--- config.mk ---
export PLATFORM = sky130hd
export DESIGN_NAME = frame_reassembly_deframer
export DESIGN_NICKNAME = d
export VERILOG_FILES = /design/src/rtl/frd_pkg.sv /design/src/rtl/frd_engine.sv /design/src/rtl/frame_reassembly_deframer.sv
export SDC_FILE = /design/constraint.sdc
export NUM_CORES = 1
export LEC_CHECK = 0
export BUFFER_PORTS_ARGS = -buffer_cell sky130_fd_sc_hd__buf_2
export CAP_MARGIN = 15
export CORE_MARGIN = 1
export CORE_UTILIZATION = 56
export DETAILED_ROUTE_END_ITERATION = 6
export PLACE_DENSITY = 0.86
export SKIP_LAST_GASP = 1
export SLEW_MARGIN = 0
export SYNTH_ARGS = -nofsm -noshare
export SYNTH_HDL_FRONTEND = slang
export SYNTH_HIERARCHICAL = 1
export SYNTH_SLANG_ARGS = --single-unit
--- constraint.sdc ---
create_clock -name clk -period 6.2 [get_ports clk]
set_input_delay 0.31 -clock clk [delete_from_list [all_inputs] [get_ports clk]]
set_output_delay 0.31 -clock clk [all_outputs]
set_load 0.01 [all_outputs]
--- src/rtl/frd_pkg.sv ---
// ----------------------------------------------------------------------------
// frd_pkg
// Shared types and constants for the frame reassembly deframer.
// ----------------------------------------------------------------------------
package frd_pkg;

  // field widths
  localparam int unsigned AddrW = 24;
  localparam int unsigned ByteW = 8;
  localparam int unsigned SeqW  = 8;

  // buffer capacity after reset
  localparam logic [AddrW-1:0] BufferSizeReset = 24'd307200;

  // packet type, taken from the low nibble of the header flag
  localparam logic [3:0] TYPE_START  = 4'h1;
  localparam logic [3:0] TYPE_MIDDLE = 4'h2;
  localparam logic [3:0] TYPE_END    = 4'h5;

  // what payload bytes do in the current packet
  localparam logic [1:0] MODE_IGNORE = 2'd0;
  localparam logic [1:0] MODE_COPY   = 2'd1;
  localparam logic [1:0] MODE_END    = 2'd2;

  // item kind carried on tuser
  localparam logic KIND_HEADER  = 1'b0;
  localparam logic KIND_PAYLOAD = 1'b1;

  // one input item
  typedef struct packed {
    logic             kind;
    logic [ByteW-1:0] flag;
    logic [SeqW-1:0]  sequence_req;
    logic [ByteW-1:0] data_byte;
    logic             last_byte;
  } item_t;

  // one result item
  typedef struct packed {
    logic             write_valid;
    logic [AddrW-1:0] write_address;
    logic [ByteW-1:0] write_data;
    logic             frame_done;
    logic [AddrW-1:0] frame_length;
  } result_t;

endpackage

--- src/rtl/frd_engine.sv ---
// ----------------------------------------------------------------------------
// frd_engine
// Sequence check, frame state and write head; works out one item per cycle while step_en is high.
// ----------------------------------------------------------------------------
module frd_engine (
  input  logic                          clk,
  input  logic                          rst_n,
  input  logic                          step_en,
  input  frd_pkg::item_t                item,
  input  logic [frd_pkg::AddrW-1:0]     buffer_size,
  output frd_pkg::result_t              res,
  output logic                          res_present
);

  logic [frd_pkg::SeqW-1:0]  last_seq_r, last_seq_nxt;
  logic                      dropped_r, dropped_nxt;
  logic [frd_pkg::AddrW-1:0] head_r, head_nxt;
  logic [1:0]                mode_r, mode_nxt;
  logic                      in_order;
  logic [3:0]                pkt_type;

  assign pkt_type = item.flag[3:0];
  assign in_order = (item.sequence_req == last_seq_r + frd_pkg::SeqW'(1));

  // next state and result for the item at the input
  always_comb begin
    last_seq_nxt = last_seq_r;
    dropped_nxt  = dropped_r;
    head_nxt     = head_r;
    mode_nxt     = mode_r;
    res          = '0;
    if (item.kind == frd_pkg::KIND_HEADER) begin
      last_seq_nxt = item.sequence_req;
      case (pkt_type)
        frd_pkg::TYPE_START: begin
          dropped_nxt = 1'b0;
          head_nxt    = '0;
          mode_nxt    = frd_pkg::MODE_COPY;
        end
        frd_pkg::TYPE_MIDDLE: begin
          if (in_order) begin
            mode_nxt = frd_pkg::MODE_COPY;
          end else begin
            dropped_nxt = 1'b1;
            mode_nxt    = frd_pkg::MODE_IGNORE;
          end
        end
        frd_pkg::TYPE_END: begin
          mode_nxt = frd_pkg::MODE_END;
        end
        default: begin
          mode_nxt = frd_pkg::MODE_IGNORE;
        end
      endcase
    end else begin
      if (mode_r == frd_pkg::MODE_COPY || mode_r == frd_pkg::MODE_END) begin
        // writes stop at the buffer size
        if (head_r < buffer_size) begin
          res.write_valid   = 1'b1;
          res.write_address = head_r;
          res.write_data    = item.data_byte;
          head_nxt          = head_r + frd_pkg::AddrW'(1);
        end
        // end of an undropped frame
        if (mode_r == frd_pkg::MODE_END && item.last_byte && !dropped_r) begin
          res.frame_done   = 1'b1;
          res.frame_length = head_nxt;
          dropped_nxt      = 1'b1;
        end
      end
      if (item.last_byte) begin
        mode_nxt = frd_pkg::MODE_IGNORE;
      end
    end
  end

  assign res_present = res.write_valid | res.frame_done;

  // state registers
  always_ff @(posedge clk) begin
    if (!rst_n) begin
      last_seq_r <= '0;
      dropped_r  <= 1'b1;
      head_r     <= '0;
      mode_r     <= frd_pkg::MODE_IGNORE;
    end else if (step_en) begin
      last_seq_r <= last_seq_nxt;
      dropped_r  <= dropped_nxt;
      head_r     <= head_nxt;
      mode_r     <= mode_nxt;
    end
  end

endmodule

--- src/rtl/frame_reassembly_deframer.sv ---
// ----------------------------------------------------------------------------
// frame_reassembly_deframer
// Rebuilds camera frames from sequenced packets and emits buffer writes.
// ----------------------------------------------------------------------------
// Usage:
//   in_*  : one beat per item; tuser is the kind (header or payload byte),
//           tdata holds flag, sequence number and payload byte, tlast marks
//           the final payload byte of a packet.
//   out_* : one beat per buffer write or finished frame; tuser holds the
//           write-valid and frame-done flags, tdata the write address, the
//           byte and the frame length.
//   cfg_* : writes the buffer size; always ready, written only while idle; the user
//           must keep to that, as the block does not enforce it.
// Throughput: one input beat per cycle unless the output stalls; headers and discarded
//   bytes give no output beat. The single output register sets the rate and is reloaded
//   in the same cycle it is taken. A result is offered in the cycle after its beat.
// Reset: sequence 0, frame dropped, write head 0, payload ignored, buffer
//   size 307200, output empty.
// Stall: while out_tready is low and a result waits, in_tready is low and
//   all state holds.
// ----------------------------------------------------------------------------
module frame_reassembly_deframer (
  input  logic                       clk,
  input  logic                       rst_n,
  // input stream
  input  logic                       in_tvalid,
  output logic                       in_tready,
  input  logic [23:0]                in_tdata,   // flag, sequence_req, data_byte
  input  logic                       in_tuser,   // kind
  input  logic                       in_tlast,   // last_byte
  // result stream
  output logic                       out_tvalid,
  input  logic                       out_tready,
  output logic [55:0]                out_tdata,  // write_address, write_data, frame_length
  output logic [1:0]                 out_tuser,  // write_valid, frame_done
  // configuration
  input  logic                       cfg_valid,
  output logic                       cfg_ready,
  input  logic [frd_pkg::AddrW-1:0]  cfg_data
);

  logic [frd_pkg::AddrW-1:0] buffer_size_r;
  frd_pkg::item_t            item;
  frd_pkg::result_t          res;
  frd_pkg::result_t          out_r;
  logic                      res_present;
  logic                      out_valid_r;
  logic                      in_accept;

  assign cfg_ready = 1'b1;

  // buffer size register
  always_ff @(posedge clk) begin
    if (!rst_n) begin
      buffer_size_r <= frd_pkg::BufferSizeReset;
    end else if (cfg_valid) begin
      buffer_size_r <= cfg_data;
    end
  end

  // unpack the input beat
  assign item.kind         = in_tuser;
  assign item.flag         = in_tdata[7:0];
  assign item.sequence_req = in_tdata[15:8];
  assign item.data_byte    = in_tdata[23:16];
  assign item.last_byte    = in_tlast;

  assign in_tready = !out_valid_r || out_tready;
  assign in_accept = in_tvalid && in_tready;

  frd_engine u_engine (
    .clk         (clk),
    .rst_n       (rst_n),
    .step_en     (in_accept),
    .item        (item),
    .buffer_size (buffer_size_r),
    .res         (res),
    .res_present (res_present)
  );

  // output register
  always_ff @(posedge clk) begin
    if (!rst_n) begin
      out_valid_r <= 1'b0;
    end else if (in_tready) begin
      out_valid_r <= in_accept && res_present;
    end
  end

  always_ff @(posedge clk) begin
    if (in_accept && res_present) begin
      out_r <= res;
    end
  end

  assign out_tvalid = out_valid_r;
  assign out_tuser  = {out_r.frame_done, out_r.write_valid};
  assign out_tdata  = {out_r.frame_length, out_r.write_data, out_r.write_address};

endmodule

* After elaboration in Yosys (flattened, before gate mapping)
Index checks and enable logic that the tools add are counted.
** Storage, ports and cells
- Bits in registers :: 118
- Bits in latches :: 0
- RAM bits :: 0
- ROM bits :: 0
- Input bits :: 55
- Output and inout bits :: 61
- Logic and storage cells :: 59
- Memories kept :: 0
** Cells by class
- Add/subtract/negate cells :: 2
- Multipliers :: 0
- Divide/modulo/power cells :: 0
- Magnitude comparators :: 1
- Equality and inequality tests :: 10
- Shifts and indexed selects :: 0
- Muxes and demuxes :: 17
- Bitwise gates (word level) :: 2
- Reductions and logical operators :: 16
** Operator list (count)
- 2-to-1 mux 58 bit :: 2
- 2-to-1 mux 24 bit :: 4
- 2-to-1 mux 33 bit :: 1
- 2-to-1 mux 25 bit :: 1
- adder 24 x 1 -> 24 bit (second input constant) :: 1
- < comparator 24 bit :: 1
- AND reduction 3 bit :: 3
- adder 8 x 1 -> 8 bit (second input constant) :: 1
- == test 8 bit :: 1
- != test 2 x 1 -> 1 bit (second input constant) :: 3
- case mux 2 bit (3 select lines) :: 1
- 2-to-1 mux 1 bit :: 5
- AND reduction 5 bit :: 1
- == test 4 x 1 -> 1 bit (second input constant) :: 1
- == test 4 x 2 -> 1 bit (second input constant) :: 1
- == test 4 x 3 -> 1 bit (second input constant) :: 1
- logical AND 1 bit :: 4
- 2-to-1 mux 2 bit :: 2
- AND reduction 2 bit :: 2
- != test 3 bit (second input constant) :: 1
- nonzero test 3 bit :: 1
- == test 2 x 1 -> 1 bit (second input constant) :: 1
- == test 2 bit (second input constant) :: 1
- logical NOT 1 bit :: 2
- 5 further kinds :: 6

* Longest topological paths before layout
- Depth in word-level cells :: 8
- Depth in mapped cells :: 11
- Gate-level depth less buffers :: 10

* Cells and area by module
Netlist, hierarchy kept.
** Modules (own cells, without submodules)
- frd_engine :: instances 1, cells an instance 468, area each 3373.2 µm², sequential area each 700.7 µm²
- frame_reassembly_deframer :: instances 1, cells an instance 143, area each 2722.6 µm², sequential area each 2242.2 µm²

* Worst setup path before layout
Ideal clock, no wire load.
- Path kind :: flip-flop to flip-flop
- Start point :: register buffer_size_r[6] (netlist name)
- End point :: register out_r, in the netlist out_tdata[0] (enable)
- Setup time :: 0.480 ns
- Data arrival time :: 4.363 ns
- Required time :: 5.720 ns
- Slack :: 1.357 ns
- Stages on the path, launching flop included :: 11
- Path buffers :: 0
- Clock period less this slack :: 4.843 ns
- Cells stage by stage :: dfxtp_1 -> inv_1 -> ha_1 -> a21o_1 -> a211oi_1 -> o21a_4 -> or2_1 -> and3_4 -> nand2b_1 -> nand2_1 -> nor2b_1
** Between the ends
- Word-level cells in the longest chain between the ends :: 6
** RTL lines
- start, declared :: RTL line frame_reassembly_deframer.sv:42 : logic [frd_pkg::AddrW-1:0] buffer_size_r;
- start signal, assigned :: RTL line frame_reassembly_deframer.sv:55 : buffer_size_r <= frd_pkg::BufferSizeReset;
- start signal, assigned :: RTL line frame_reassembly_deframer.sv:57 : buffer_size_r <= cfg_data;
- < comparator 24 bit :: RTL line frd_engine.sv:58 : if (head_r < buffer_size) begin
- 2-to-1 mux 33 bit :: RTL line frd_engine.sv:58
- 2-to-1 mux 58 bit :: RTL line frd_engine.sv:56 : if (mode_r == frd_pkg::MODE_COPY || mode_r == frd_pkg::MODE_END) begin
- 2-to-1 mux 58 bit :: RTL line frd_engine.sv:32 : if (item.kind == frd_pkg::KIND_HEADER) begin
- bitwise OR 1 bit :: RTL line frd_engine.sv:77 : assign res_present = res.write_valid | res.frame_done;
- net res_present :: RTL line frame_reassembly_deframer.sv:46 : logic res_present;
- logical AND 1 bit :: RTL line frame_reassembly_deframer.sv:91 : if (in_accept && res_present) begin
- end signal, assigned :: RTL line frame_reassembly_deframer.sv:92 : out_r <= res;
- end, declared :: RTL line frame_reassembly_deframer.sv:45 : frd_pkg::result_t out_r;
The timed path passes the listed nets, and every way through them passes these cells.
A chain may end at the register's enable or synchronous reset.

==> metrics.md <==
| Metric | Value |
|---|---|
| Outcome | completed |
| Final Hold Vio Count | 0 |
| CTS Sinks | 118 |
| Register area share after synthesis | 0.483 |
| Max FO, Critical Path | 40 |
| CTS tree | built |
| H-tree Lvls | 4 |
| Antenna viol nets, final | 0 |
| Sw power | 0.000390 W |
| Mapped Cells | 611 |
| Sw Share | 0.214 |
| Max IR drop VDD | 0.245 mV |
| Grt ovf | 0 |
| Share of power burned in combinational logic | 0.051 |
| GPL Wtd Cong | 0.924 |
| Min-Delay Path Class | in -> reg |
| Longest Clk Path Bufs | 2 |
| Synth Warn # | 6 |
| Clk_lat worst skew | 0.53 ns |
| Post-synthesis cell area | 6100 um^2 |
| Crit path capture type | register |
| Pwr/cell area | 251 nW/um^2 |
| Die area | 11,300 um^2 |
| Sum Neg Setup Slack | 0 ns |
| Layout cells sized above 1 | 0.202 |
| CORE AREA | 10,400 um^2 |
| Worst Path Arrival | 4.19 ns |
| Ports | 116 |
| Router iterations before antenna repair | 5 |
| Reg power frac | 0.457 |
| DRC viols | 0 |
| Vias | 4,988 |
| Mapped Nets | 693 |
| TritonCTS Buffers | 17 |
| CP max stage cell | nor2b_4 |
| Syn avg cell area | 9.98 um^2 |
| Worst-Margin Slew | 1.06 ns |
| Max-capacitance violation count | 0 |
| Num rows | 37 |
| Area grow syn2layout | 19.0% |
| IO Port Bufs | 110 |
| Commonest non-fill, non-tap cells in the layout | buf_2, nand2_1, dfxtp_1 |
| Max Fclk | 252 MHz |
| Int Power | 0.00143 W |
| Final net count | 801 |
| Initial DRC count | 499 |
| Initial antenna violation count | 0 |
| First-pass GRT wire length | 22,300 um |
| Vias per Instance | 5.75 |
| Leakage | 3.03 nW |
| Die Span Y | 106 um |
| Critical path type | reg -> reg |
| Min Tclk post-route | 3.97 ns |
| Gr usage total | 0.257 |
| Most common cell after layout, fill and taps aside | buf_2 |
| Root Buffer | clkbuf_8 |
| Clk pin slew, worst setup/hold paths | 0.05 ns |
| Fin crit share | 0.641 |
| Startpoint Class | register |
| Pin count of the biggest net entering global routing | 41 |
| Req. time, crit path | 6.41 ns |
| Finished Core Util | 0.696 |
| Prevailing post-synth register cell | dfxtp_1 |
| Worst Slack Setup Final | 2.23 ns |
| Number of global-route vias before repair | 4,665 |
| Cell variety after synth | 63 |
| Routed Wire Length | 14,000 um |
| Number of synthesized flops with an enable pin | 58 |
| Worst slew margin | 0.295 |
| Clock skew | 0.00982 ns |
| Wire per inst | 16.1 um |
| Final setup vio count | 0 |
| Initial core utilization | 0.585 |
| Pre-CTS setup slack | 2.25 ns |
| CP Cell Sequence | ha_1 -> a21o_1 -> a211oi_1 -> o21a_4 -> or2_1 -> and3_4 -> nand2b_1 -> nand2_1 -> nor2b_4 -> buf_4 |
| RSZ-0062 raised after global routing | false |
| Slowest stage delay, CP | 0.83 ns |
| Die Wd | 106 um |
| Dpl hpwl | 9630 um |
| Final Max Slew Viols | 0 |
| Power share of the clock group | 0.492 |
| Antenna Cells | 0 |
| Ys async rst share | 0 |
| Synthesized flop and latch total | 118 |
## through the flow
stage / cell area, um^2 / std cells / hold WS, ns / power (W)
after global routing: 7250 / 868 / 0.0334 / 0.00188
after global placement: 6670 / 832 / 0.456 / 0.000933
final: 7250 / 868 / 0.0405 / 0.00182
after CTS: 7250 / 868 / 0.0251 / 0.00183
after detailed placement: 6670 / 832 / 0.468 / 0.000939
after floorplan: 6100 / 611 / 0.425 / 0.000909
## critical path, delay by kind of cell (launching register included)
kind / cells / cell delay [ns]
AND/OR/NAND/NOR: 5 / 1.69
adder cells (fa/ha/maj): 1 / 0.32
AO/OA/AOI/OAI: 3 / 0.69
flip-flops: 1 / 0.51
buffers and inverters: 1 / 0.41
## area by class of cell
| class | count | area (um^2) |
|---|---|---|
| Timing Repair Buffer | 116 | 606 |
| Tap cell | 136 | 170 |
| Clock inverter | 11 | 109 |
| Sequential cell | 118 | 2940 |
| Fill cell | 773 | 3160 |
| Clock buffer | 21 | 429 |
| Inverter | 33 | 124 |
| Multi-Input combinational cell | 433 | 2870 |
## cell families after synthesis
family	count (synthesis)	synth area share
muxes	29	0.0476
other	1	0.000615
buffers and inverters	60	0.0474
and+or+nand+nor	265	0.235
DFF	118	0.483
xor gates and xnor gates	24	0.0345
AOI/OAI and AO/OA	87	0.0967
adders and majority gates	27	0.0554
## layer usage
| layer | vias to the layer above | global-route usage | wire length (um) |
|---|---|---|---|
| li1 | 2393 | - | - |
| met1 | 2309 | 0.313 | 5820 |
| met2 | 251 | 0.422 | 6710 |
| met3 | 35 | 0.0644 | 1120 |
| met4 | 0 | 0.125 | 369 |
| met5 | - | 0 | 0 |
## power groups by stage
stage | Sequential, W | Clock [W] | Combinational, W
CTS | 0.000833 | 0.000905 | 0.0000925
detailed placement | 0.000849 | 0 | 0.0000899
global route | 0.000834 | 0.000940 | 0.000103
global placement | 0.000848 | 0 | 0.0000853
floorplan | 0.000847 | 0 | 0.0000627
finish | 0.000833 | 0.000896 | 0.0000930
## registers in the layout, indices dropped and copies added (netlist names)
| name | cells |
|---|---|
| u_engine/dropped_r | 1 |
| out_tvalid | 1 |
| u_engine/mode_r | 2 |
| u_engine/last_seq_r | 8 |
| out_tdata | 56 |
| out_tuser | 2 |
| u_engine/head_r | 24 |
| buffer_size_r | 24 |
## timing repair
action	CTS	global route
buffers inserted	0	0
hold buffers	4	0
resized for setup	0	0
endpoints found under the hold margin	4	0
setup endpoints to repair	0	0
## cells in the mapped netlist, types with 7 or more instances
cell      instances  area share
o21ai_0          19       0.016
nor2b_1          27       0.028
xnor2_1          16       0.023
inv_1            31       0.019
ha_1             27       0.055
o211ai_1         10       0.012
and3_1            7      0.0072
mux2i_1          29       0.048
and2_1           37       0.038
a21oi_1          28       0.023
nor2_1           35       0.022
dfxtp_1          60        0.20
nand4_1          10       0.010
nor3_1           11      0.0090
nand3_1          26       0.021
clkbuf_1         17       0.010
xor2_1            8       0.011
nand2_1          68       0.042
or4_1             8      0.0099
edfxtp_1         58        0.29
## final timing paths
check,from,endpoint,slack (ns),cells after the start
worst min register to register,buffer_size_r[18]$_SDFFE_PN1P_,buffer_size_r[18]$_SDFFE_PN1P_,0.48,2
worst min-delay path,in_tdata[14],u_engine/last_seq_r[6]$_SDFFE_PN0P_,0.04,3
worst max register to register,u_engine/head_r[6]$_SDFFE_PN0P_,out_tdata[38]$_DFFE_PP_,2.23,10
worst max-delay path,u_engine/head_r[6]$_SDFFE_PN0P_,out_tdata[38]$_DFFE_PP_,2.23,10
No activity file was read; power rests on OpenSTA's default activity.
